File: src/srsa_pkg.sv
`timescale 1ns / 1ps

package srsa_pkg;

    // operation codes of the input word
    typedef enum logic [1:0] {
        OP_INIT  = 2'd0,
        OP_ALLOC = 2'd1,
        OP_FREE  = 2'd2,
        OP_QUERY = 2'd3
    } t_op;

    // status codes of the result word
    localparam logic [1:0] STAT_OK       = 2'd0;
    localparam logic [1:0] STAT_NO_SPACE = 2'd1;
    localparam logic [1:0] STAT_BAD_FREE = 2'd2;

    localparam int          CFG_W         = 4;
    localparam int          OFFSET_W      = 12;
    localparam int          USED_W        = 10;
    localparam int          SLOT_W        = 9;
    localparam logic [3:0]  MAX_SLOT_LOG2 = 4'd8;
    localparam logic [3:0]  CFG_RESET     = 4'd3;
    localparam logic [9:0]  USED_MAX      = 10'd1023;

    // sequencer states
    typedef enum logic [1:0] {
        S_IDLE = 2'b01,
        S_EXEC = 2'b10
    } t_state;

    // command from the sequencer to the occupancy map
    typedef struct packed {
        logic rd_en;
        logic wr_en;
        logic wr_bit;
        logic clear;
    } t_occ_cmd;

endpackage

File: src/srsa_occ_map.sv
`timescale 1ns / 1ps

module srsa_occ_map #(
    parameter int GRANULES = 512
) (
    input  logic                        i_clk,
    input  logic                        i_rst_n,
    input  srsa_pkg::t_occ_cmd          i_cmd,
    input  logic [$clog2(GRANULES)-1:0] i_addr,
    output logic                        o_rd_bit,
    output logic                        o_busy
);

    localparam int GW = $clog2(GRANULES);
    localparam logic [GW-1:0] LAST = GW'(GRANULES - 1);

    logic          r_mem [GRANULES];
    logic          r_rd_bit;
    logic          r_clr_busy;
    logic [GW-1:0] r_clr_addr;

    // clearing sweep after reset and on init
    always_ff @(posedge i_clk) begin
        if (!i_rst_n) begin
            r_clr_busy <= 1'b1;
            r_clr_addr <= '0;
        end else if (i_cmd.clear) begin
            r_clr_busy <= 1'b1;
            r_clr_addr <= '0;
        end else if (r_clr_busy) begin
            r_clr_addr <= r_clr_addr + 1'b1;
            if (r_clr_addr == LAST) begin
                r_clr_busy <= 1'b0;
            end
        end
    end

    // single write port, sweep has priority
    always_ff @(posedge i_clk) begin
        if (r_clr_busy) begin
            r_mem[r_clr_addr] <= 1'b0;
        end else if (i_cmd.wr_en) begin
            r_mem[i_addr] <= i_cmd.wr_bit;
        end
    end

    // registered read
    always_ff @(posedge i_clk) begin
        if (i_cmd.rd_en) begin
            r_rd_bit <= r_mem[i_addr];
        end
    end

    assign o_rd_bit = r_rd_bit;
    assign o_busy   = r_clr_busy;

endmodule

File: config.mk
export PLATFORM = sky130hd
export DESIGN_NAME = srsa_occ_map
export DESIGN_NICKNAME = d
export VERILOG_FILES = /design/src/srsa_pkg.sv /design/src/srsa_occ_map.sv
export SDC_FILE = /design/constraint.sdc
export NUM_CORES = 1
export LEC_CHECK = 0
export BUFFER_PORTS_ARGS = -buffer_cell sky130_fd_sc_hd__buf_2
export CORE_ASPECT_RATIO = 1.2
export CORE_MARGIN = 10
export CORE_UTILIZATION = 30
export CTS_BUF_LIST = sky130_fd_sc_hd__clkbuf_4
export DETAILED_ROUTE_END_ITERATION = 8
export HOLD_SLACK_MARGIN = 0.08
export PLACE_DENSITY = 0.54
export SYNTH_ARGS = -nofsm -noshare
export SYNTH_HDL_FRONTEND = slang
export SYNTH_SLANG_ARGS = --single-unit
File: constraint.sdc
create_clock -name i_clk -period 9.75 [get_ports i_clk]
set_clock_uncertainty 0.1 [all_clocks]
set_input_delay 0.4875 -clock i_clk [delete_from_list [all_inputs] [get_ports i_clk]]
set_output_delay 0.4875 -clock i_clk [all_outputs]
set_load 0.005 [all_outputs]
## Yosys cells after proc, flatten, opt, wreduce, memory -nomap -nowiden

Memory sizes are Yosys's and may differ from the RTL's. A register that Yosys moved wholly into a read port is not among the register bits.
Cells that the tools add are included.

| operators by class | value |
|---|---|
| add/subtract/negate cells | 1 |
| equality and inequality tests | 1 |
| mux-type cells | 10 |
| bitwise logic cells | 1 |
| reductions and logical operators | 2 |

Operators by type and width:

| operator | number |
|---|---|
| adder 9 x 1 -> 9 bit, second input constant | 1 |
| equality test 9 bit, second input constant | 1 |
| 2-to-1 mux 1 bit | 9 |
| 2-to-1 mux 9 bit | 1 |
| OR reduction 2 bit | 1 |
| inverter 1 bit | 1 |
| OR reduction 1 bit | 1 |

| word-level totals | value |
|---|---|
| flip-flop bits (word level) | 10 |
| RAM bits | 512 |
| input bits | 15 |
| output and inout port bits | 2 |
| word-level logic and storage cells | 18 |
| memories | 1 |

Memory list:

| memory | depth | width | rd ports | clocked after memory_dff | wr ports | line | text |
|---|---|---|---|---|---|---|---|
| r_mem | 512 | 1 | 1 | 1 | 1 | srsa_occ_map.sv:17 | `logic r_mem [GRANULES];` |

## Logic depth before layout (Yosys ltp)

| logic depth | value |
|---|---|
| depth in word-level cells | 5 |
| depth in mapped cells | 11 |
| gate-level depth less buffers | 7 |

## Least setup slack after synthesis

Ideal clock, no wire load.

| timing | value |
|---|---|
| kind | input to register |
| from | input i_cmd[2] (netlist bit) |
| to | memory r_mem[0], data pin |
| library setup time | 1545 ps |
| arrival | 7353 ps |
| data required time | 8105 ps |
| setup slack | 752 ps |
| stages | 3 |
| path buffers | 1 |
| path through | nor2b_1 > buf_2 > and2_1 |

| on the way | value |
|---|---|
| longest elaborated chain between the ends | 5 |

Ends and longest elaborated chain:

| what | line | text |
|---|---|---|
| start, declared | srsa_occ_map.sv:8 | `input srsa_pkg::t_occ_cmd i_cmd,` |
| 2-to-1 mux 1 bit | srsa_occ_map.sv:42 | `end else if (i_cmd.wr_en) begin` |
| 2-to-1 mux 1 bit | srsa_occ_map.sv:40 | `if (r_clr_busy) begin` |
| 2-to-1 mux 1 bit (implied by the code) | srsa_occ_map.sv:43 | `r_mem[i_addr] <= i_cmd.wr_bit;` |
| OR reduction 1 bit (no line) | -- |  |
| 2-to-1 mux 1 bit (no line) | -- |  |
| end, declared | srsa_occ_map.sv:17 |  |

Every way passes these cells.

## Final worst setup path

| timing | value |
|---|---|
| from | register r_clr_busy, in the netlist o_busy |
| to | memory r_mem[343], data pin |

| on the way | value |
|---|---|
| longest elaborated chain between the ends | 4 |

Ends and longest elaborated chain:

| what | line | text |
|---|---|---|
| start, declared | srsa_occ_map.sv:19 | `logic r_clr_busy;` |
| start signal, assigned | srsa_occ_map.sv:25 | `r_clr_busy <= 1'b1;` |
| start signal, assigned | srsa_occ_map.sv:28 | `r_clr_busy <= 1'b1;` |
| start signal, assigned | srsa_occ_map.sv:33 | `r_clr_busy <= 1'b0;` |
| 2-to-1 mux 1 bit | srsa_occ_map.sv:40 |  |
| 2-to-1 mux 1 bit (implied by the code) | srsa_occ_map.sv:43 |  |
| OR reduction 1 bit (no line) | -- |  |
| 2-to-1 mux 1 bit (no line) | -- |  |

Every way passes these cells.

==> parameters.txt <==
Parameter                              Value

Run status
  Status ... finished clean

Floorplan
  Number of placed I/O pins ... 17
  Vertical die dimension ... 325 um
  Starting Density ... 0.304
  Core area ... 76500 um^2
  FP Rows ... 111
  Die Outline Area ... 89000 um^2
  Width of the die ... 274 um

Synth
  Area fraction of the dominant cell type after synthesis ... 0.663
  Summed instance area of the synthesized netlist ... 23200 um^2
  Part of the Yosys area used for sequential elements ... 0.672
  Async set or reset register ratio after synthesis ... 0
  Number of warnings printed during yosys synthesis ... 0
  Number of flops mapped to enable cells by yosys ... 513
  Syn Nets ... 1717
  Average cell area after synthesis ... 13.7 um^2
  Cell type with the highest aggregate area in the netlist ... edfxtp_1
  Dominant cells by area after synthesis ... edfxtp_1 66%, nor2_1 8.8%, mux2i_1 5.1%, mux4_2 5.0%, mux4_1 2.3%
  Post-synthesis register bit count ... 523
  Distinct cells, synth ... 51
  Predominant post-synthesis flop cell ... edfxtp_1
  Cell count after synthesis ... 1700

Critical path
  Number of cells on the worst reg-to-reg path ... 3
  Crit Path Category ... flop to flop
  Required time worst endpoint ... 10.13 ns
  Critical path startpoint category ... flop
  Worst reg2reg path endpoint ... r_mem[343]
  Crit path DAT ... 4.28 ns
  Flop-to-flop setup slack ... 5.85 ns
  CP Max Fanout ... 284
  Category of the worst setup path capture point ... flop
  Source of the worst register-to-register timing path ... o_busy
  Launching instance or port of the critical path ... o_busy

Global route
  Global-route wire length before repair ... 95.0 mm
  All-Layer GR Usage ... 0.141
  Number of global-route vias before repair ... 15.0k
  GR Overflow Total ... 0
  Number of antenna violations at the first check in global routing ... 3
  Pin count of the biggest net entering global routing ... 285

Drt
  Detail-routed via count per cell ... 5.17
  Number of design-rule violations left by the first detailed-router iteration ... 1416
  Final wirelength ... 64.3 mm
  Wirelength per Cell ... 22.5 um
  Number of iterations in the first detailed-routing pass ... 5
  Post-detailed-route count of antenna-violating nets ... 0
  Via count ... 14.8k
  DRC violations left ... 0

Run
  Number of violations of the max-capacitance limit ... 0

Timing
  Number of endpoints with negative hold slack in the final report ... 0
  Count of endpoints failing setup in the final report ... 0
  Total negative slack for setup checks ... 0 ns
  Hold_ws ... 0.249 ns
  Unrepaired setup endpoints after global routing ... false
  Headroom to the max-slew limit ... 0.135
  Achievable frequency ... 257 MHz
  Max Transition Viols Final ... 0
  Minimum period implied by the final worst setup slack ... 3.90 ns
  Final Worst Setup Slack ... 5.85 ns
  Actual slew at the worst max-slew pin ... 1.30 ns
  Fin crit share ... 0.400

Pwr
  Ratio of total power to cell area ... 177 nW/um^2
  Switching pwr ... 1.01 mW
  Total power of the final layout ... 4.57 mW
  Combinational fraction of design power ... 0.042
  Cell leakage power ... 8.66 nW
  Peak supply drop ... 0.103 mV
  Sequential group share of total power ... 0.532
  Fraction of power spent switching nets ... 0.221
  Cell-internal power ... 3.56 mW
  Clock group share of total power ... 0.425

CTS
  Clock latency of the later-clocked register in the worst-skew pair ... 0.87 ns
  TritonCTS clock tree ... done
  CTS buffer count ... 140
  CTS Hold Bufs ... 3
  H-tree lvl count ... 4
  Gates resized, CTS repair ... 0
  Setup Fix Bufs, Post-CTS ... 0
  Root Buffer Master ... clkbuf_4
  Number of clock sinks ... 523
  Clock slew at reported path FFs ... 0.06 ns
  Maximum number of buffers from clock root to sink ... 3

Placed design
  Gpl congestion ... 0.774
  Number of input and output port buffers inserted ... 16
  DP Cell Count ... 2620
  Area of placed instances ... 24100 um^2
  Setup slack at placement ... 5.42 ns
  Post-detailed-placement half-perimeter wirelength ... 34.5 mm

Finish
  Number of nets in the layout ... 1765
  Register cell area after layout ... 15600 um^2
  Filler Cell Count ... 7552
  Number of non-filler instances in the completed layout ... 2859
  Area overhead of the layout relative to synthesis ... 11.3%
  Layout cells sized above 1 ... 0.183
  Multi-input logic area ... 6800 um^2
  Non-Filler Cell Area, Final ... 25900 um^2
  End-of-flow core utilization ... 0.338

Min path
  Hold path endpoint ... o_rd_bit
  Hold Path Class ... input port to flop
  Hold Path Stages ... 4
  Hold_sp ... i_addr[7]
==> flip-flops by register name, indices dropped and copies added (netlist names) <==
| name | flops |
|---|---|
| o_rd_bit | 1 |
| o_busy | 1 |
| r_mem | 512 |
| r_clr_addr | 9 |
==> power groups by stage <==
stage | Sequential [mW] | Combinational (mW) | Clock (mW)
global route | 2.43 | 0.204 | 2.12
floorplan | 2.48 | 0.136 | 0
detailed placement | 2.48 | 0.192 | 0
finish | 2.43 | 0.194 | 1.94
CTS | 2.43 | 0.194 | 2.00
global placement | 2.48 | 0.192 | 0
==> how the worst max path moves through the flow <==
stage | endpoint | slack [ns] | depth (start not counted)
after floorplan | r_mem[0] | 0.75 | 3
after global placement | r_mem[201] | 5.53 | 7
after detailed placement | r_mem[249] | 5.42 | 7
after CTS | r_mem[39] | 5.89 | 3
after global routing | r_mem[51] | 5.52 | 3
final | r_mem[343] | 5.85 | 3
==> synth_stat cells (2+ instances only) <==
master and number:
buf_6 6, o211ai_2 2, or3_1 3, o221ai_1 53, nand2_1 68, ha_1 2, nor3_1 6, xor2_1 3
mux2i_1 119, clkbuf_1 89, dfxtp_1 10, nand2b_1 5, o211ai_1 6, o21ai_0 13, buf_12 7, nor4_1 4
nor2b_1 4, and2_1 3, o31ai_1 7, o21ai_1 2, mux4_2 52, nand3_1 11, nand4_1 4, buf_2 25
o22ai_1 28, a2111o_1 3, nor2_1 542, o221ai_2 5, inv_1 6, a31oi_1 4, buf_8 8, buf_1 8
edfxtp_1 513, a21oi_1 37, nand3b_1 6, mux4_1 20, clkinv_1 2
==> metal layers <==
layer / track usage / vias up / part of all wire
met2: 0.243 / 522 / 0.51
met4: 0.0594 / 4 / 0.027
met3: 0.0270 / 121 / 0.063
met1: 0.169 / 7650 / 0.40
li1: - / 6475 / -
met5: 0 / - / 0.00030
==> layout by cell type, fill, tap and decap left out, drive strengths merged, types with 2 or more instances in the layout <==
master and n:
nand3 11, a2111o 3, clkinv 19, bufinv 3, o21ai 15, nor4 4, xor2 3, edfxtp 513
nor2 542, dfxtp 10, o211ai 8, inv 9, buf 47, nand2 68, o22ai 28, and2 3
a21oi 37, o31ai 8, a31oi 4, nand3b 6, mux4 72, dlygate4sd3 3, nand2b 5, nor2b 4
mux2i 119, ha 2, o221ai 58, nor3 6, clkbuf 213, nand4 4, or3 3
==> logic make-up (layout without fill, tap and decap cells) <==
family	count (synthesis)	after routing	share of synthesized area
XOR/XNOR	3	3	0.00113
flip-flops	523	523	0.672
buffers and inverters	153	294	0.0369
adder cells (fa/ha/maj)	2	2	0.00108
AO/OA/AOI/OAI	169	169	0.0534
AND/OR/NAND/NOR	659	659	0.111
other	0	1	0
multiplexers	191	191	0.124
==> worst max-delay path, cell delays in order (launching register included) <==
cell,delay [ns]
dfxtp_1,0.50
nor2b_1,0.86
and2_4,0.99
buf_12,0.62
==> final cells by class <==
class,instances,share of cell area
diodes,1,0.0000968
clock buffers,213,0.0619
clock inverters,22,0.00629
inverters,9,0.00131
multi-input cells,1024,0.263
flip-flops and latches,523,0.604
well taps,1017,0.0492
repair buffers,50,0.0147
No activity file was read; power rests on OpenSTA's default activity.
